--- config.mk ---
export PLATFORM = sky130hd
export DESIGN_NAME = button_gesture_detector_core_flat
export DESIGN_NICKNAME = d
export VERILOG_FILES = /design/src/hw/rtl/bgd_pkg.sv /design/src/hw/rtl/bgd_if.sv /design/src/hw/rtl/bgd_front.sv /design/src/hw/rtl/bgd_evq.sv /design/src/hw/rtl/bgd_back.sv /design/src/hw/rtl/button_gesture_detector_core.sv /design/src/flat_wrapper.sv
export SDC_FILE = /design/constraint.sdc
export NUM_CORES = 1
export LEC_CHECK = 0
export ABC_AREA = 1
export CAP_MARGIN = 15
export CELL_PAD_IN_SITES_DETAIL_PLACEMENT = 0
export CELL_PAD_IN_SITES_GLOBAL_PLACEMENT = 2
export CORE_UTILIZATION = 40
export DETAILED_ROUTE_END_ITERATION = 8
export DONT_BUFFER_PORTS = 1
export PLACE_DENSITY_LB_ADDON = 0.1
export SYNTH_ARGS = -nofsm -noshare
export SYNTH_HDL_FRONTEND = slang
export SYNTH_SLANG_ARGS = --single-unit
--- constraint.sdc ---
create_clock -name i_clk -period 5.83 [get_ports i_clk]
set_input_delay 0 -clock i_clk [delete_from_list [all_inputs] [get_ports i_clk]]
set_output_delay 0 -clock i_clk [all_outputs]
set_load 0.005 [all_outputs]
--- src/hw/rtl/bgd_pkg.sv ---
// Shared types, constants and helper functions for the button gesture detector.
package bgd_pkg;

    // Number of tracked buttons (legal range 1 to 8).
    localparam int NUM_BUTTONS = 4;
    localparam int BTN_IDX_W   = (NUM_BUTTONS > 1) ? $clog2(NUM_BUTTONS) : 1;

    // Fixed field widths.
    localparam int LEVEL_W    = 4;
    localparam int TIME_W     = 32;
    localparam int THR_W      = 16;
    localparam int OUT_IDX_W  = 2;
    localparam int CODE_W     = 3;
    localparam int CFG_IDX_W  = 2;
    localparam int CFG_DATA_W = 16;

    // Threshold values after reset.
    localparam logic [THR_W-1:0] LONG_PRESS_RST   = 16'd1000;
    localparam logic [THR_W-1:0] DOUBLE_CLICK_RST = 16'd300;

    // At most this many events leave for one input item.
    localparam int MAX_RESULTS = 8;
    localparam int CNT_W       = $clog2(MAX_RESULTS);

    // Event queue between the front and back ends.
    localparam int EVQ_DEPTH  = 4;
    localparam int EVQ_PTR_W  = $clog2(EVQ_DEPTH);
    localparam int EVQ_CNT_W  = $clog2(EVQ_DEPTH + 1);

    // Input item kinds.
    localparam logic MODE_SAMPLE = 1'b0;
    localparam logic MODE_TIMER  = 1'b1;

    // Configuration register indexes.
    typedef enum logic [CFG_IDX_W-1:0] {
        CFG_LONG_PRESS   = 2'd0,
        CFG_DOUBLE_CLICK = 2'd1,
        CFG_INVERT       = 2'd2
    } t_cfg_idx;

    // Event codes as seen on the output channel.
    typedef enum logic [CODE_W-1:0] {
        EV_PRESS   = 3'd0,
        EV_RELEASE = 3'd1,
        EV_CLICK   = 3'd2,
        EV_DOUBLE  = 3'd3,
        EV_LONG    = 3'd4
    } t_event_code;

    // Per-button gesture state, one-hot.
    typedef enum logic [3:0] {
        G_IDLE     = 4'b0001,
        G_PRESSED  = 4'b0010,
        G_RELEASED = 4'b0100,
        G_LONG     = 4'b1000
    } t_gesture;

    // Event bits of one button, in emission order (lowest bit leaves first).
    localparam int EVB_NUM = 5;
    localparam int EVB_W   = $clog2(EVB_NUM);
    localparam logic [EVB_W-1:0] EVB_DOUBLE  = 3'd0;
    localparam logic [EVB_W-1:0] EVB_RELEASE = 3'd1;
    localparam logic [EVB_W-1:0] EVB_PRESS   = 3'd2;
    localparam logic [EVB_W-1:0] EVB_CLICK   = 3'd3;
    localparam logic [EVB_W-1:0] EVB_LONG    = 3'd4;

    typedef logic [EVB_NUM-1:0] t_btn_ev;
    typedef t_btn_ev [NUM_BUTTONS-1:0] t_ev_mask;

    // Queue status seen by both ends.
    typedef struct packed {
        logic full;
        logic empty;
    } t_evq_stat;

    // Map an event bit position to its output code.
    function automatic t_event_code ev_code(input logic [EVB_W-1:0] bpos);
        t_event_code code;
        case (bpos)
            EVB_DOUBLE:  code = EV_DOUBLE;
            EVB_RELEASE: code = EV_RELEASE;
            EVB_PRESS:   code = EV_PRESS;
            EVB_CLICK:   code = EV_CLICK;
            EVB_LONG:    code = EV_LONG;
            default:     code = EV_PRESS;
        endcase
        return code;
    endfunction

    // Low two bits of a button index for the output field.
    function automatic logic [OUT_IDX_W-1:0] out_idx(input logic [BTN_IDX_W-1:0] idx);
        logic [BTN_IDX_W+OUT_IDX_W-1:0] wide;
        wide = {{OUT_IDX_W{1'b0}}, idx};
        return wide[OUT_IDX_W-1:0];
    endfunction

endpackage

--- src/hw/rtl/bgd_if.sv ---
// Valid/ready channel interfaces for input items and output events.
interface bgd_in_if;
    import bgd_pkg::*;

    logic               valid;
    logic               ready;
    logic               mode;
    logic [LEVEL_W-1:0] button_levels;
    logic [TIME_W-1:0]  now_ms;

    modport source (output valid, output mode, output button_levels, output now_ms,
                    input ready);
    modport sink   (input valid, input mode, input button_levels, input now_ms,
                    output ready);
endinterface

interface bgd_out_if;
    import bgd_pkg::*;

    logic                 valid;
    logic                 ready;
    logic [OUT_IDX_W-1:0] button_index;
    logic [CODE_W-1:0]    event_code;
    logic                 last_event;

    modport source (output valid, output button_index, output event_code,
                    output last_event, input ready);
    modport sink   (input valid, input button_index, input event_code,
                    input last_event, output ready);
endinterface

--- src/hw/rtl/bgd_front.sv ---
// Front end: configuration registers, per-button gesture state and event classification.
module bgd_front (
    input  logic                          i_clk,
    input  logic                          i_rst_n,
    bgd_in_if.sink                        i_in,
    input  logic                          i_cfg_we,
    input  logic [bgd_pkg::CFG_IDX_W-1:0]  i_cfg_idx,
    input  logic [bgd_pkg::CFG_DATA_W-1:0] i_cfg_data,
    input  bgd_pkg::t_evq_stat            i_q_stat,
    output logic                          o_push,
    output bgd_pkg::t_ev_mask             o_push_mask
);
    import bgd_pkg::*;

    logic [THR_W-1:0] r_long_ms;
    logic [THR_W-1:0] r_double_ms;
    logic             r_invert;

    t_gesture          r_state    [NUM_BUTTONS];
    logic              r_prev     [NUM_BUTTONS];
    logic              r_lfired   [NUM_BUTTONS];
    logic              r_awaiting [NUM_BUTTONS];
    logic [TIME_W-1:0] r_press_ms [NUM_BUTTONS];
    logic [TIME_W-1:0] r_rel_ms   [NUM_BUTTONS];

    t_gesture          n_state    [NUM_BUTTONS];
    logic              n_prev     [NUM_BUTTONS];
    logic              n_lfired   [NUM_BUTTONS];
    logic              n_awaiting [NUM_BUTTONS];
    logic [TIME_W-1:0] n_press_ms [NUM_BUTTONS];
    logic [TIME_W-1:0] n_rel_ms   [NUM_BUTTONS];

    logic                       accept;
    logic [NUM_BUTTONS-1:0]     pressed;
    logic [NUM_BUTTONS+LEVEL_W-1:0] lv_pad;
    t_ev_mask                   ev;

    // Items are taken whenever the queue has room.
    assign i_in.ready = !i_q_stat.full;
    assign accept     = i_in.valid && i_in.ready;

    // Buttons beyond the level field read level zero.
    assign lv_pad = {{NUM_BUTTONS{1'b0}}, i_in.button_levels};

    // Configuration writes.
    always_ff @(posedge i_clk) begin
        if (!i_rst_n) begin
            r_long_ms   <= LONG_PRESS_RST;
            r_double_ms <= DOUBLE_CLICK_RST;
            r_invert    <= 1'b0;
        end else if (i_cfg_we) begin
            case (i_cfg_idx)
                CFG_LONG_PRESS:   r_long_ms   <= i_cfg_data[THR_W-1:0];
                CFG_DOUBLE_CLICK: r_double_ms <= i_cfg_data[THR_W-1:0];
                CFG_INVERT:       r_invert    <= i_cfg_data[0];
                default: ;
            endcase
        end
    end

    // Each button's next state and events; the buttons are independent lanes.
    always_comb begin
        for (int i = 0; i < NUM_BUTTONS; i++) begin
            n_state[i]    = r_state[i];
            n_prev[i]     = r_prev[i];
            n_lfired[i]   = r_lfired[i];
            n_awaiting[i] = r_awaiting[i];
            n_press_ms[i] = r_press_ms[i];
            n_rel_ms[i]   = r_rel_ms[i];
            ev[i]         = '0;
            pressed[i]    = lv_pad[i] ^ r_invert;

            if (i_in.mode == MODE_SAMPLE) begin
                if (pressed[i] != r_prev[i]) begin
                    n_prev[i] = pressed[i];
                    if (pressed[i]) begin
                        n_press_ms[i]     = i_in.now_ms;
                        n_lfired[i]       = 1'b0;
                        n_state[i]        = G_PRESSED;
                        ev[i][EVB_PRESS]  = 1'b1;
                    end else begin
                        n_rel_ms[i]        = i_in.now_ms;
                        ev[i][EVB_RELEASE] = 1'b1;
                        if (r_state[i] == G_PRESSED && !r_lfired[i]) begin
                            if (r_awaiting[i]) begin
                                n_awaiting[i]     = 1'b0;
                                n_state[i]        = G_IDLE;
                                ev[i][EVB_DOUBLE] = 1'b1;
                            end else begin
                                n_awaiting[i] = 1'b1;
                                n_state[i]    = G_RELEASED;
                            end
                        end else if (r_state[i] == G_LONG) begin
                            n_state[i] = G_IDLE;
                        end
                    end
                end
            end else begin
                // Timer check: long press while held, click once the window expires.
                if (r_state[i] == G_PRESSED) begin
                    if (r_prev[i] && !r_lfired[i] &&
                        (i_in.now_ms - r_press_ms[i]) >= TIME_W'(r_long_ms)) begin
                        n_lfired[i]     = 1'b1;
                        n_state[i]      = G_LONG;
                        ev[i][EVB_LONG] = 1'b1;
                    end
                end else if (r_state[i] == G_RELEASED) begin
                    if (r_awaiting[i] &&
                        (i_in.now_ms - r_rel_ms[i]) >= TIME_W'(r_double_ms)) begin
                        n_awaiting[i]    = 1'b0;
                        n_state[i]       = G_IDLE;
                        ev[i][EVB_CLICK] = 1'b1;
                    end
                end
            end
        end
    end

    // Gesture control state.
    always_ff @(posedge i_clk) begin
        if (!i_rst_n) begin
            for (int i = 0; i < NUM_BUTTONS; i++) begin
                r_state[i]    <= G_IDLE;
                r_prev[i]     <= 1'b0;
                r_lfired[i]   <= 1'b0;
                r_awaiting[i] <= 1'b0;
            end
        end else if (accept) begin
            for (int i = 0; i < NUM_BUTTONS; i++) begin
                r_state[i]    <= n_state[i];
                r_prev[i]     <= n_prev[i];
                r_lfired[i]   <= n_lfired[i];
                r_awaiting[i] <= n_awaiting[i];
            end
        end
    end

    // Time stamps are only read after a press or release has written them.
    always_ff @(posedge i_clk) begin
        if (accept) begin
            for (int i = 0; i < NUM_BUTTONS; i++) begin
                r_press_ms[i] <= n_press_ms[i];
                r_rel_ms[i]   <= n_rel_ms[i];
            end
        end
    end

    // Only items that cause events go into the queue.
    assign o_push      = accept && (|ev);
    assign o_push_mask = ev;

endmodule

--- src/hw/rtl/bgd_evq.sv ---
// Short FIFO of per-item event masks between the front and back ends.
module bgd_evq (
    input  logic                i_clk,
    input  logic                i_rst_n,
    input  logic                i_push,
    input  bgd_pkg::t_ev_mask   i_push_mask,
    input  logic                i_pop,
    output bgd_pkg::t_ev_mask   o_head,
    output bgd_pkg::t_evq_stat  o_stat
);
    import bgd_pkg::*;

    t_ev_mask               r_mem [EVQ_DEPTH];
    logic [EVQ_PTR_W-1:0]   r_wr_ptr;
    logic [EVQ_PTR_W-1:0]   r_rd_ptr;
    logic [EVQ_CNT_W-1:0]   r_count;

    // Pointer advance with wrap at the queue depth.
    function automatic logic [EVQ_PTR_W-1:0] ptr_inc(input logic [EVQ_PTR_W-1:0] p);
        return (p == EVQ_PTR_W'(EVQ_DEPTH - 1)) ? '0 : p + 1'b1;
    endfunction

    // Entry storage.
    always_ff @(posedge i_clk) begin
        if (i_push) begin
            r_mem[r_wr_ptr] <= i_push_mask;
        end
    end

    // Pointers and fill count.
    always_ff @(posedge i_clk) begin
        if (!i_rst_n) begin
            r_wr_ptr <= '0;
            r_rd_ptr <= '0;
            r_count  <= '0;
        end else begin
            if (i_push) begin
                r_wr_ptr <= ptr_inc(r_wr_ptr);
            end
            if (i_pop) begin
                r_rd_ptr <= ptr_inc(r_rd_ptr);
            end
            case ({i_push, i_pop})
                2'b10:   r_count <= r_count + 1'b1;
                2'b01:   r_count <= r_count - 1'b1;
                default: r_count <= r_count;
            endcase
        end
    end

    assign o_head       = r_mem[r_rd_ptr];
    assign o_stat.full  = (r_count == EVQ_CNT_W'(EVQ_DEPTH));
    assign o_stat.empty = (r_count == '0);

endmodule

--- src/hw/rtl/bgd_back.sv ---
// Back end: serializes each item's event mask into one output transfer per event.
module bgd_back (
    input  logic                i_clk,
    input  logic                i_rst_n,
    input  bgd_pkg::t_ev_mask   i_q_head,
    input  bgd_pkg::t_evq_stat  i_q_stat,
    output logic                o_pop,
    bgd_out_if.source           o_out
);
    import bgd_pkg::*;

    t_ev_mask               r_work;
    t_ev_mask               n_work;
    t_ev_mask               rem;
    logic [CNT_W-1:0]       r_cnt;
    logic                   r_valid;
    logic [OUT_IDX_W-1:0]   r_idx;
    logic [CODE_W-1:0]      r_code;
    logic                   r_last;

    logic                   adv;
    logic                   have;
    logic [BTN_IDX_W-1:0]   sel_btn;
    logic [EVB_W-1:0]       sel_bit;
    t_btn_ev                sel_ev;
    logic                   is_last;

    assign adv  = !r_valid || o_out.ready;
    assign have = |r_work;

    // Lowest button with a pending event, then its lowest pending event bit.
    always_comb begin
        sel_btn = '0;
        for (int b = NUM_BUTTONS - 1; b >= 0; b--) begin
            if (|r_work[b]) begin
                sel_btn = BTN_IDX_W'(b);
            end
        end
        sel_ev  = r_work[sel_btn];
        sel_bit = '0;
        for (int k = EVB_NUM - 1; k >= 0; k--) begin
            if (sel_ev[k]) begin
                sel_bit = EVB_W'(k);
            end
        end
        rem                   = r_work;
        rem[sel_btn][sel_bit] = 1'b0;
    end

    // The last event of an item is the final pending one or the result cap.
    assign is_last = (rem == '0) || (r_cnt == CNT_W'(MAX_RESULTS - 1));

    // Work mask after this cycle, refilled from the queue once drained.
    always_comb begin
        n_work = r_work;
        if (adv && have) begin
            n_work = is_last ? '0 : rem;
        end
        o_pop = (n_work == '0) && !i_q_stat.empty;
        if (o_pop) begin
            n_work = i_q_head;
        end
    end

    // Control registers.
    always_ff @(posedge i_clk) begin
        if (!i_rst_n) begin
            r_work  <= '0;
            r_cnt   <= '0;
            r_valid <= 1'b0;
        end else begin
            r_work <= n_work;
            if (adv) begin
                r_valid <= have;
                if (have) begin
                    r_cnt <= is_last ? '0 : r_cnt + 1'b1;
                end
            end
        end
    end

    // Output payload register.
    always_ff @(posedge i_clk) begin
        if (adv && have) begin
            r_idx  <= out_idx(sel_btn);
            r_code <= ev_code(sel_bit);
            r_last <= is_last;
        end
    end

    assign o_out.valid        = r_valid;
    assign o_out.button_index = r_idx;
    assign o_out.event_code   = r_code;
    assign o_out.last_event   = r_last;

endmodule

--- src/hw/rtl/button_gesture_detector_core.sv ---
// Top level of the button gesture detector.
//
// Usage: input items arrive on i_in (mode, button_levels, now_ms); mode 0 is a
// level sample and mode 1 a timer check. Each event leaves on o_out as one
// transfer carrying button_index, event_code and last_event, which marks the
// final event of its item. Items that cause no event produce no transfer.
// Thresholds and level inversion are written through i_cfg_we/i_cfg_idx/
// i_cfg_data while the block is idle.
// The first event of an item passes the event queue, the work mask register
// and the output register before it appears on o_out. Throughput: an item
// is taken every cycle while the four-entry event queue has room; the output
// register then drains one event per cycle while o_out.ready is high.
// Reset (synchronous, active low) restores thresholds of 1000 ms and 300 ms,
// clears inversion, sets every button idle and empties the queue.
// When the receiver stalls, the current event holds on o_out, the queue fills
// and i_in.ready falls only once the queue is full.
module button_gesture_detector_core (
    input  logic                          i_clk,
    input  logic                          i_rst_n,
    bgd_in_if.sink                        i_in,
    bgd_out_if.source                     o_out,
    input  logic                          i_cfg_we,
    input  logic [bgd_pkg::CFG_IDX_W-1:0]  i_cfg_idx,
    input  logic [bgd_pkg::CFG_DATA_W-1:0] i_cfg_data
);
    import bgd_pkg::*;

    logic       push;
    t_ev_mask   push_mask;
    logic       pop;
    t_ev_mask   q_head;
    t_evq_stat  q_stat;

    // Classification and gesture state.
    bgd_front u_front (
        .i_clk       (i_clk),
        .i_rst_n     (i_rst_n),
        .i_in        (i_in),
        .i_cfg_we    (i_cfg_we),
        .i_cfg_idx   (i_cfg_idx),
        .i_cfg_data  (i_cfg_data),
        .i_q_stat    (q_stat),
        .o_push      (push),
        .o_push_mask (push_mask)
    );

    // Decoupling queue.
    bgd_evq u_evq (
        .i_clk       (i_clk),
        .i_rst_n     (i_rst_n),
        .i_push      (push),
        .i_push_mask (push_mask),
        .i_pop       (pop),
        .o_head      (q_head),
        .o_stat      (q_stat)
    );

    // Event serialization.
    bgd_back u_back (
        .i_clk    (i_clk),
        .i_rst_n  (i_rst_n),
        .i_q_head (q_head),
        .i_q_stat (q_stat),
        .o_pop    (pop),
        .o_out    (o_out)
    );

endmodule

--- src/flat_wrapper.sv ---
// flat-port wrapper written by rule: the top's interface ports become plain ports
module button_gesture_detector_core_flat import bgd_pkg::*;
  (i_clk, i_rst_n, i_cfg_we, i_cfg_idx, i_cfg_data, i_in_valid, i_in_mode, i_in_button_levels, i_in_now_ms, i_in_ready, o_out_valid, o_out_button_index, o_out_event_code, o_out_last_event, o_out_ready);
  bgd_in_if i_in_i ();
  bgd_out_if o_out_i ();
  input  logic i_clk;
  input  logic i_rst_n;
  input  logic i_cfg_we;
  input  logic [bgd_pkg::CFG_IDX_W-1:0] i_cfg_idx;
  input  logic [bgd_pkg::CFG_DATA_W-1:0] i_cfg_data;
  input wire logic [$bits(i_in_i.valid)-1:0] i_in_valid;
  input wire logic [$bits(i_in_i.mode)-1:0] i_in_mode;
  input wire logic [$bits(i_in_i.button_levels)-1:0] i_in_button_levels;
  input wire logic [$bits(i_in_i.now_ms)-1:0] i_in_now_ms;
  output wire logic [$bits(i_in_i.ready)-1:0] i_in_ready;
  output wire logic [$bits(o_out_i.valid)-1:0] o_out_valid;
  output wire logic [$bits(o_out_i.button_index)-1:0] o_out_button_index;
  output wire logic [$bits(o_out_i.event_code)-1:0] o_out_event_code;
  output wire logic [$bits(o_out_i.last_event)-1:0] o_out_last_event;
  input wire logic [$bits(o_out_i.ready)-1:0] o_out_ready;
  assign i_in_i.valid = i_in_valid;
  assign i_in_i.mode = i_in_mode;
  assign i_in_i.button_levels = i_in_button_levels;
  assign i_in_i.now_ms = i_in_now_ms;
  assign i_in_ready = i_in_i.ready;
  assign o_out_valid = o_out_i.valid;
  assign o_out_button_index = o_out_i.button_index;
  assign o_out_event_code = o_out_i.event_code;
  assign o_out_last_event = o_out_i.last_event;
  assign o_out_i.ready = o_out_ready;
  button_gesture_detector_core u_core (.i_clk(i_clk), .i_rst_n(i_rst_n), .i_in(i_in_i), .o_out(o_out_i), .i_cfg_we(i_cfg_we), .i_cfg_idx(i_cfg_idx), .i_cfg_data(i_cfg_data));
endmodule
# Word-level counts from Yosys, hierarchy flattened
# Memory sizes are Yosys's and may differ from the RTL's. A register that Yosys moved wholly into a read port is not among the register bits.
# Index checks and enable logic that the tools add are counted.
# W data, S select, Z words.
# totals
register_bits	70
mem_bits_rw	364
input_bits	60
word_cells	363
memories	7
# memory_table
memory	words	width	rd	rd_ports_with_merged_regs	wr	line	source
u_core.u_front.r_press_ms	4	32	4	0	4	bgd_front.sv:23	logic [TIME_W-1:0] r_press_ms [NUM_BUTTONS];
u_core.u_front.r_rel_ms	4	32	4	0	4	bgd_front.sv:24	logic [TIME_W-1:0] r_rel_ms [NUM_BUTTONS];
u_core.u_evq.r_mem	4	20	1	1	1	bgd_evq.sv:13	t_ev_mask r_mem [EVQ_DEPTH];
u_core.u_front.r_state	4	4	4	0	4	bgd_front.sv:19	t_gesture r_state [NUM_BUTTONS];
u_core.u_front.r_awaiting	4	1	4	0	4	bgd_front.sv:22	logic r_awaiting [NUM_BUTTONS];
u_core.u_front.r_lfired	4	1	4	0	4	bgd_front.sv:21	logic r_lfired [NUM_BUTTONS];
1 more memories	--	--	--	--	--	--	
# classes
n_addsub	13
order_cmp	12
n_eq_ne	27
n_mux	220
bitwise_logic	22
n_reduce_logical	47
# ops
cell	count
$mux W32	24
$ge A32 B16 Y1	8
$sub A32 B32 Y32	8
$mux W4	40
$mux W1	112
$mux W20	3
$mux W3	18
$logic_not A20 Y1	2
$reduce_or A20 Y1	2
$mux W2	16
$logic_and A1 B1 Y1	22
$and A20 B20 Y20	1
$not A20 Y20	1
$reduce_or A5 Y1	4
$eq A4 B2 Y1 const B	4
$eq A4 B3 Y1 const B	4
$eq A4 B4 Y1 const B	4
$or A1 B1 Y1	16
$pmux W3 S4	1
$bmux W5 S2	1
$demux W5 S2	1
$mux W5	2
$eq A3 B3 Y1 const B	3
$eq A2 B2 Y1 const B	4
other kinds (20)	40

# Depth between registers and ports, before layout
# Gate-level depths: netlist of the first run.
# logic_depth
ltp_word	28
depth_mapped	35
mapped_depth_nobuf	33

# By module
# From an unflattened synthesis of the first run, not the netlist that was laid out.
# unflattened
cells_unflattened	6005
area_unflattened_um2	39735.6
# by_module_without_submodules
module	n_inst	cells_per_inst	area_each_um2	seq_area_each_um2
bgd_front	1	5378	34047.7	9188.8
bgd_evq	1	254	3400.8	2582.5
bgd_back	1	373	2287.2	660.6

# Worst setup path after synthesis of the first run
# Ideal clock, no wire load.
# synth_path
path_type	register to register
start	register, netlist name u_core.u_front.r_invert
end	memory u_core.u_front.r_press_ms[0][0] (enable)
setup_ns	0.501
t_arrival_ns	4.447
required_time_ns	5.329
path_slack_ns	0.882
path_stages_with_launch	7
path_buffers	1
period_less_slack_ns	4.948
path_cell_list	dfxtp_1 clkbuf_1 or2_2 nand2_1 inv_1 ha_1 nor4_1
# synth_rtl
element	line
end: declaration	bgd_front.sv:23

==> run summary, run 1 <==
status - complete, no violations
final setup violation count - 0
share of the clock period used by the worst path - 0.909
maximum number of pins on one net before global-route repair - 61
worst slew pin tran - 1240 ps
fraction of layout cells with a size suffix above 1 - 0.0396
final-report hold violation count - 0
number of instances in the synthesized netlist - 4520
count of flip-flops with a built-in enable after synthesis - 370
post-synthesis share of cell area spent on xor and xnor gates - 0.0541
Syn Area/Cell - 7.70 sq um
clock edge transition at the registers on the reported setup and hold paths - 60 ps
worst-case setup margin in the final layout - 533 ps
peak supply drop - 422 uV
final slew viol count - 0
routed vias/inst - 5.35
synthesized-area fraction occupied by ao, oa, aoi and oai cells - 0.138
cell types with the largest area share after synthesis - edfxtp_1, ha_1, nand2_1
standard cell with the maximum stage delay on the critical path - nand4_1
Slew headroom - 0.170
Bufs and invs on worst path - 4
multiplexer fraction of the synthesized cell area - 0.000288
total of fill cells in the finished design - 8848
max-capacitance violation count - 0
Die Span Y - 297 um
kind of start point of the critical path - flop
number of rows in the core area - 107
antenna violations before repair - 30
Routed WL per cell - 23.0 um
pwr dens - 330 nW/um^2
critical path data arrival time - 5860 ps
global-route wire length before repair - 195000 um
drt drc - 0
TritonCTS Buffers - 56
number of DRC violations after detailed-routing iteration 0 - 3012
Lkg Pwr - 18.0 nW
Initial Utilization - 0.406
Clock Root Buffer - clkbuf_16
Async SR Flop Fraction - 0
Die Span X - 297 um
Worst-Skew Late Latency - 680 ps
dominant cell type by count on the critical path - nand2_1
area share of and/or/nand/nor cells after synthesis - 0.216
total iterations of the first detailed-routing run - 6
final cell utilization of the core - 0.458
number of nets with antenna violations after routing - 0
HPWL after DPL - 84800 um
required time of the critical path - 6400 ps
portion of synthesized cell area occupied by the leading cell type - 0.319
crit-path max cell delay - 460 ps
cell type contributing the most total cell area after synthesis - edfxtp_1
library cell with the highest instance count after synthesis - nand2_1
io pins - 68
Yosys warning total - 0
number of vias in the routed layout - 31300
setup repair after global routing missed its margin - false
main combinational cell family by area after synthesis - simple AND/OR/NAND/NOR gates
library cells used by synthesis - 54
Die Outline Area - 88200 sq um
layout overhead on the synthesized area - 12.8%
total length of routed wires - 135000 um
Hold Crit Class - input port to flop
Net Count, Synth - 4983
Min Clock Period, post-route - 5300 ps
total number of nets in the final design - 5114
worst-path fanout max - 5
power consumption - 13.0 mW
post-synthesis share of cell area spent on full adders, half adders and majority gates - 0.147
clock tree from TritonCTS - built
Synth Register Bits - 436
routability cong. - 0.897
count of clock tree sinks - 436
Clock Skews - 59.4 ps
floorplan core area - 85700 sq um
cell family with the largest share of critical-path delay - simple AND/OR/NAND/NOR gates
Highest Clock Rate - 0.189 GHz
endpoint type of the worst setup path - flop
area of the mapped netlist - 34800 sq um
most used flip-flop cell after synthesis - edfxtp_1
worst setup timing slack at the placement stage - 212 ps
via count of the first global-routing pass - 30000
number of H-tree levels - 2
Setup TNS - 0 ps
fraction of the yosys area taken by sequential cells - 0.357
sum of overflow across all layers after global routing - 0
top cell types by occurrence after synthesis - nand2_1, inv_1, nor2_1
global routing usage summed across all routing layers - 0.301
type of the worst setup path - flop to flop
Max Buffers Root-to-Sink - 3
# port buffers - 0
==> worst paths after layout <==
path                                                 from                                      to  slack [ps]  cells after the start
setup / recovery  u_core.u_front.r_rel_ms[3][0]$_DFFE_PP_    u_core.u_evq.r_count[2]$_SDFFE_PN0P_         530                     30
hold / removal                                o_out_ready  u_core.u_back.o_out.valid$_SDFFE_PN0P_         150                      4
setup reg to reg  u_core.u_front.r_rel_ms[3][0]$_DFFE_PP_    u_core.u_evq.r_count[2]$_SDFFE_PN0P_         530                     30
hold reg to reg       u_core.u_back.r_cnt[1]$_SDFFE_PN0P_     u_core.u_back.r_cnt[1]$_SDFFE_PN0P_         470                      2
==> area by class of cell <==
cell class,count,area (sq um),share of cell area
timing repair buffer,113,1260,0.0320
antenna,12,30.0,0.000765
multi-input combinational,3278,19400,0.493
clock inverter,39,424,0.0108
tap,1144,1430,0.0364
sequential,436,12400,0.317
clock buffer,66,1450,0.0369
inverter,766,2880,0.0732
==> power breakdown <==
group          internal [mW]  leakage (nW)  switching [mW]
Clock                   2.02         0.893            1.51
Combinational           1.73          13.1            3.69
Sequential              3.82          3.98           0.199
Total                   7.57          18.0            5.40
==> flip-flops by register name, indices dropped and copies added (netlist names), 4 cells and up, named ones only <==
register                    cells
u_core.u_back.r_work           20
u_core.u_evq.r_mem             80
u_core.u_front.r_awaiting       4
u_core.u_front.r_double_ms     16
u_core.u_front.r_lfired         4
u_core.u_front.r_long_ms       16
u_core.u_front.r_press_ms     128
u_core.u_front.r_prev           4
u_core.u_front.r_rel_ms       128
u_core.u_front.r_state         16
==> logic make-up after synthesis <==
family	count (synthesis)
and+or+nand+nor	1810
AOI/OAI and AO/OA	849
buffers and inverters	806
DFF	436
adders and majority gates	403
xor gates and xnor gates	215
muxes	1
==> metrics by stage <==
step / cells / hold WS [ps] / instance area, sq um
final: 5854 / 149 / 39300
after global routing: 5844 / 194 / 39300
after CTS: 5841 / 129 / 39200
after detailed placement: 5650 / 101 / 36300
after global placement: 5649 / 101 / 36300
after floorplan: 4520 / 98.9 / 34800
==> worst reg2reg max path, delay by kind of cell (launching register included) <==
kind            cells  cell delay [ps]
buf+inv             4              320
simple gates       10             1590
fa+ha+maj           5             1300
flops               1              320
compound gates     10             1540
xor+xnor            1              140
==> what timing repair did <==
item | CTS | global route
buffers inserted | 0 | 0
endpoints found under the setup margin | 0 | 1
resized for setup | 0 | 1
endpoints found under the hold margin | 535 | 0
hold buffers | 86 | 0
==> layout by cell type, fill, tap and decap left out, drive strengths merged, types with 12 or more instances in the layout <==
cell	n
nand2	903
inv	765
nor2	541
ha	394
a21oi	383
edfxtp	370
o21ai	236
nand3	208
xor2	149
dlygate4sd3	69
nor3	68
xnor2	66
dfxtp	66
clkbuf	66
buf	44
nand4	43
a21o	36
a31oi	35
o21bai	35
o211ai	33
clkinv	28
o22ai	25
nand3b	17
o221ai	15
nor4	15
diode	12
==> layer usage <==
layer  track usage  share of wire
met5             0        0.00015
met4         0.102          0.036
met1         0.408           0.44
met3        0.0401          0.069
met2         0.492           0.45
Note: power is estimated with default switching activity, not from simulation.
==> run 2: changes to the inputs <==
Settings changed: BUFFER_PORTS_ARGS from default to -buffer_cell sky130_fd_sc_hd__buf_4, CORE_UTILIZATION 40 to 39, DONT_BUFFER_PORTS 1 to default.
==> run 2 against run 1 <==
  * Setup slack gained 72 ps
  * Wire length shrank 12%
  * Clock-buffer cell count shrank 1
  * Critical endpoint unchanged
  * Register-to-register slack gained 70 ps
  * Die area grew 2.5%
  * Clock power grew 1%
  * Sequential power is essentially flat
  * Via count shrank 2.3%
==> run summary, run 2 (synthesis results as in run 1) <==
Max Buffers Root-to-Sink - 3 (unchanged)
floorplan core area - 88400 sq um (+3.1%)
worst-case setup margin in the final layout - 605 ps (+71.7 ps)
clock edge transition at the registers on the reported setup and hold paths - 60 ps (about the same)
Setup TNS - 0 ps (unchanged)
worst slew pin tran - 935 ps (-306 ps)
power consumption - 13.1 mW (+0.96%)
M2 GR Usage - 0.444 (-0.0481)
crit-path max cell delay - 520 ps (+60 ps)
GR met3 Demand/Resource - 0.0253 (-0.0148)
# port buffers - 67 (+67)
routability cong. - 0.898 (about the same)
number of non-filler instances in the completed layout - 5934 (+1.4%)
Min Clock Period, post-route - 5230 ps (-71.7 ps)
share of the clock period used by the worst path - 0.896 (-0.0123)
Lkg Pwr - 18.3 nW (+1.5%)
proportion of power drawn by combinational gates - 0.420 (+0.002)
cell-internal power - 7.61 mW (+0.55%)
antenna violations before repair - 11 (-63%)
clock network fraction of total power - 0.273 (about the same)
final setup violation count - 0 (unchanged)
Cell Count Post-Placement - 5756 (+1.9%)
Die Outline Area - 90500 sq um (+2.5%)
number of DRC violations after detailed-routing iteration 0 - 2164 (-28%)
layout overhead on the synthesized area - 13.7%
total number of nets in the final design - 5186 (+1.4%)
Clock Root Buffer - clkbuf_16
fraction of layout cells with a size suffix above 1 - 0.0533 (+0.0137)
final slew viol count - 0 (unchanged)
Hold Worst Slack - 144 ps (-4.67 ps)
part of the total power dissipated in sequential elements - 0.307 (-0.003)
critical path data arrival time - 5790 ps (-70 ps)
io pins - 68 (unchanged)
worst-path fanout max - 5 (unchanged)
Clock Skews - 50.1 ps (-9.26 ps)
total of fill cells in the finished design - 9183 (+3.8%)
Post-CTS Setup Repair Bufs - 0 (unchanged)
endpoint type of the worst setup path - flop
total iterations of the first detailed-routing run - 5 (-1)
worst setup timing slack at the placement stage - 536 ps (+324 ps)
max-capacitance violation count - 0 (unchanged)
status - complete, no violations
sum of overflow across all layers after global routing - 0 (unchanged)
routed vias/inst - 5.16 (-3.6%)
Hold Crit Class - input port to flop
multi-input combinational cell area - 19400 sq um (unchanged)
drt drc - 0 (unchanged)
total length of routed wires - 118000 um (-12%)
pwr dens - 331 nW/um^2 (+0.19%)
required time of the critical path - 6390 ps (about the same)
top library cells by usage in the layout, fill and taps aside - nand2_1, inv_1, nor2_1, ha_1, a21oi_1
peak supply drop - 703 uV (+67%)
cell family with the largest share of critical-path delay - compound AO/OA/AOI/OAI gates
type of the worst setup path - flop to flop
Worst-Skew Late Latency - 690 ps (about the same)
Bufs and invs on worst path - 4 (unchanged)
maximum number of pins on one net before global-route repair - 60 (-1.6%)
count of clock tree sinks - 436 (unchanged)
number of H-tree levels - 2 (unchanged)
Seq. cell area - 12400 sq um (unchanged)
GR met1 Demand/Resource - 0.346 (-0.0618)
most common cell after layout, fill and taps aside - nand2_1
Initial Utilization - 0.394 (-0.0124)
global routing usage summed across all routing layers - 0.262 (-0.0388)
switching power total - 5.48 mW (+1.5%)
standard cell with the maximum stage delay on the critical path - a21boi_0
global-route wire length before repair - 179000 um (-8.2%)
via count of the first global-routing pass - 30200 (+0.67%)
Highest Clock Rate - 0.191 GHz (+1.4%)
final-report hold violation count - 0 (unchanged)
number of vias in the routed layout - 30600 (-2.3%)
layer with the highest usage after global routing - met2
Die Span Y - 301 um (+1.3%)
reg2reg setup slack - 600 ps (+70 ps)
number of nets with antenna violations after routing - 0 (unchanged)
share of total power consumed by net switching - 0.419 (+0.00239)
number of rows in the core area - 109 (+1.9%)
clock tree from TritonCTS - built
setup repair after global routing missed its margin - false
kind of start point of the critical path - flop
Die Span X - 301 um (+1.3%)
Routed WL per cell - 19.9 um (-13%)
Slew headroom - 0.371 (+0.201)
Regs by FF count - u_core.u_front.r_press_ms: 128 flops, u_core.u_front.r_rel_ms: 128 flops, u_core.u_evq.r_mem: 80 flops
TritonCTS Buffers - 57 (+1.8%)
HPWL after DPL - 89200 um (+5.2%)
## run 2: through the flow
stage,utilization,instance area (sq um)
6_report,0.448,39600
5_1_grt,0.448,39600
4_1_cts,0.448,39600
3_5_place_dp,0.418,37000
3_3_place_gp,0.418,37000
2_1_floorplan,-,34800
## run 2: timing repair
| item | in CTS | in global routing |
|---|---|---|
| gates resized for setup | 0 | 1 |
| hold buffers | 73 | 0 |
| hold endpoints to repair | 357 | 0 |
| endpoints found under the setup margin | 0 | 1 |
## run 2: area by class of cell
class,instances,area share
Antenna cell,1,0.0000632
Inverter,766,0.0726
Multi-Input combinational cell,3278,0.490
Sequential cell,436,0.314
Tap cell,1165,0.0368
Timing Repair Buffer,184,0.0395
Clock inverter,39,0.0102
Clock buffer,65,0.0370
## run 2: metal layers
layer | part of all wire | up-vias | wire (um)
met5 | 0 | - | 0
met4 | 0.038 | 0 | 4550
met3 | 0.039 | 158 | 4680
met2 | 0.47 | 601 | 55200
met1 | 0.46 | 14300 | 53900
li1 | - | 15600 | -
## run 2: worst register-to-register path: cells and delay by family, from the launching register on
| kind | cells | cell delay [ps] |
|---|---|---|
| buffers and inverters | 4 | 280 |
| and+or+nand+nor | 8 | 1070 |
| AOI/OAI and AO/OA | 10 | 2150 |
| xor gates and xnor gates | 1 | 120 |
| DFF | 1 | 320 |
| adders and majority gates | 4 | 1180 |
## run 2: power by group through the flow
stage	Sequential (mW)	Clock, mW	Combinational, mW
2_1_floorplan	4.01	0	4.02
3_3_place_gp	4.08	0	5.50
3_5_place_dp	4.08	0	5.48
4_1_cts	4.02	3.68	5.54
5_1_grt	4.05	3.77	6.26
6_report	4.02	3.57	5.50
## run 2: path summary, 6_finish.rpt
check / startpoint / to / cells after the start
min: i_cfg_data[3] / u_core.u_front.r_long_ms[3]$_SDFFE_PN1P_ / 4
max: u_core.u_front.r_rel_ms[1][2]$_DFFE_PP_ / u_core.u_evq.r_count[2]$_SDFFE_PN0P_ / 27
max reg2reg: u_core.u_front.r_rel_ms[1][2]$_DFFE_PP_ / u_core.u_evq.r_count[2]$_SDFFE_PN0P_ / 27
min reg2reg: u_core.u_back.r_cnt[2]$_SDFFE_PN0P_ / u_core.u_back.r_cnt[2]$_SDFFE_PN0P_ / 2
==> run 3: changes to the inputs <==
Settings changed: CORE_MARGIN from default to 8.
==> run 3 against run 2 <==
  * Die area up 9.5%
  * Cell count increased by 0.12%
  * Sequential power barely moved
  * Setup slack worse by 140 ps
  * Non-clock buffer count increased by 7
  * Register-to-register slack worse by 70 ps
  * Critical path depth increased by 6
  * Via count down 0.75%
  * Wire length up 0.32%
  * Utilization is 0.11 points higher
  * Worst hold slack better by 31 ps
  * Critical endpoint unchanged
==> run summary, run 3 (synthesis results as in run 1) <==
required time of the critical path - 6390 ps (about the same)
layout overhead on the synthesized area - 14.0%
setup repair after global routing missed its margin - false
via count of the first global-routing pass - 30000 (-0.64%)
total of fill cells in the finished design - 9017 (-1.8%)
kind of start point of the critical path - input port
final cell utilization of the core - 0.449 (+0.00113)
Die Outline Area - 99100 sq um (+9.5%)
Hold Crit Class - input port to flop
routability cong. - 0.882 (-1.7%)
depth of the most critical reg-to-reg path - 27 (unchanged)
clock network fraction of total power - 0.276 (+0.003)
number of vias in the routed layout - 30400 (-0.75%)
Highest Clock Rate - 0.186 GHz (-2.7%)
crit-path max cell delay - 540 ps (+20 ps)
Clock Root Buffer - clkbuf_16
Die Span Y - 315 um (+4.7%)
final-report hold violation count - 0 (unchanged)
top library cells by usage in the layout, fill and taps aside - nand2_1, inv_1, nor2_1, ha_1, a21oi_1
switching power total - 5.47 mW (-0.24%)
worst-case setup margin in the final layout - 462 ps (-143 ps)
proportion of power drawn by combinational gates - 0.417 (-0.003)
Initial Utilization - 0.394 (unchanged)
worst-path fanout max - 9 (+4)
clock edge transition at the registers on the reported setup and hold paths - 60 ps (about the same)
max-capacitance violation count - 0 (unchanged)
part of the total power dissipated in sequential elements - 0.307 (about the same)
cell-internal power - 7.65 mW (+0.61%)
cell family with the largest share of critical-path delay - simple AND/OR/NAND/NOR gates
# port buffers - 67 (unchanged)
status - complete, no violations
final slew viol count - 0 (unchanged)
number of H-tree levels - 2 (unchanged)
number of non-filler instances in the completed layout - 5941 (+0.12%)
Worst-Skew Late Latency - 680 ps (about the same)
share of total power consumed by net switching - 0.417 (-0.00207)
Bufs and invs on worst path - 7 (+3)
Lkg Pwr - 18.3 nW (+0.28%)
peak supply drop - 410 uV (-42%)
Slew headroom - 0.265 (-0.106)
final setup violation count - 0 (unchanged)
sum of overflow across all layers after global routing - 0 (unchanged)
total number of nets in the final design - 5191 (+0.096%)
dominant cell type by count on the critical path - nand2_1
type of the worst setup path - input port to flop
most common cell after layout, fill and taps aside - nand2_1
TritonCTS Buffers - 55 (-3.5%)
Min-Delay Path Depth - 4 (unchanged)
routed vias/inst - 5.11 (-0.86%)
endpoint type of the worst setup path - flop
share of the clock period used by the worst path - 0.921 (+0.0245)
Die Span X - 315 um (+4.7%)
power consumption - 13.1 mW (+0.26%)
Setup TNS - 0 ps (unchanged)
worst setup timing slack at the placement stage - 244 ps (-292 ps)
total iterations of the first detailed-routing run - 5 (unchanged)
HPWL after DPL - 90700 um (+1.7%)
drt drc - 0 (unchanged)
Routed WL per cell - 20.0 um (+0.20%)
number of nets with antenna violations after routing - 0 (unchanged)
cell count along the critical path - 33 (+22%)
worst slew pin tran - 1100 ps (+165 ps)
Cell Count Post-Placement - 5763 (+0.12%)
antenna violations before repair - 5 (-6)
standard cell with the maximum stage delay on the critical path - dlygate4sd3_1
maximum number of pins on one net before global-route repair - 61 (+1.7%)
floorplan core area - 88400 sq um (unchanged)
io pins - 68 (unchanged)
Min Clock Period, post-route - 5370 ps (+143 ps)
clock tree from TritonCTS - built
number of rows in the core area - 109 (unchanged)
count of clock tree sinks - 436 (unchanged)
Clock Skews - 75.3 ps (+25.2 ps)
total length of routed wires - 119000 um (+0.32%)
critical path data arrival time - 5930 ps (+140 ps)
Regs by FF count - u_core.u_front.r_press_ms: 128 flops, u_core.u_front.r_rel_ms: 128 flops, u_core.u_evq.r_mem: 80 flops
global routing usage summed across all routing layers - 0.236 (-0.0265)
fraction of layout cells with a size suffix above 1 - 0.0542 (+0.000969)
pwr dens - 331 nW/um^2 (about the same)
Max Buffers Root-to-Sink - 3 (unchanged)
Post-CTS Setup Repair Bufs - 0 (unchanged)
global-route wire length before repair - 181000 um (+0.96%)
number of DRC violations after detailed-routing iteration 0 - 2423 (+12%)
==> run 3: timing repair <==
item,in CTS,in global routing
gates resized for setup,0,1
hold buffers,73,0
hold endpoints to repair,360,0
setup endpoints to repair,0,1
==> run 3: layout make-up <==
class | instances | area (sq um) | area share
multi-input combinational | 3278 | 19400 | 0.488
sequential | 436 | 12400 | 0.313
inverter | 766 | 2880 | 0.0725
timing repair buffer | 191 | 1630 | 0.0411
clock buffer | 64 | 1500 | 0.0377
tap | 1165 | 1460 | 0.0367
clock inverter | 40 | 419 | 0.0106
antenna | 1 | 2.50 | 0.0000631
==> run 3: worst paths after layout <==
check | from | to | slack (ps)
setup / recovery | i_in_now_ms[0] | u_core.u_evq.r_count[2]$_SDFFE_PN0P_ | 460
setup reg to reg | u_core.u_front.r_rel_ms[1][0]$_DFFE_PP_ | u_core.u_evq.r_count[2]$_SDFFE_PN0P_ | 530
hold / removal | i_cfg_data[3] | u_core.u_front.r_long_ms[3]$_SDFFE_PN1P_ | 180
hold reg to reg | u_core.u_back.r_cnt[2]$_SDFFE_PN0P_ | u_core.u_back.r_cnt[2]$_SDFFE_PN0P_ | 470
==> run 3: metrics by stage <==
stage / instance area (sq um) / hold WS [ps]
finish: 39700 / 175
global route: 39700 / 156
CTS: 39700 / 106
detailed placement: 37000 / 275
global placement: 37000 / 274
floorplan: 34800 / 98.9
==> run 3: worst min-delay path: cells and delay by family <==
kind	cells	cell delay, ps
buf+inv	2	650
compound gates	1	80
simple gates	1	60
==> run 3: power groups by stage <==
stage | clock network [mW] | logic [mW] | registers (mW)
6_report | 3.62 | 5.48 | 4.02
2_1_floorplan | 0 | 4.02 | 4.01
5_1_grt | 3.82 | 6.25 | 4.06
3_3_place_gp | 0 | 5.47 | 4.08
4_1_cts | 3.73 | 5.53 | 4.02
3_5_place_dp | 0 | 5.46 | 4.09
==> run 3: layer usage <==
metal  part of all wire  track usage  vias to the layer above
met5                  0            0                        -
li1                   -            -                    15600
met1               0.48        0.328                    14000
met4              0.029       0.0691                        0
met2               0.45        0.385                      610
met3              0.042       0.0260                      142
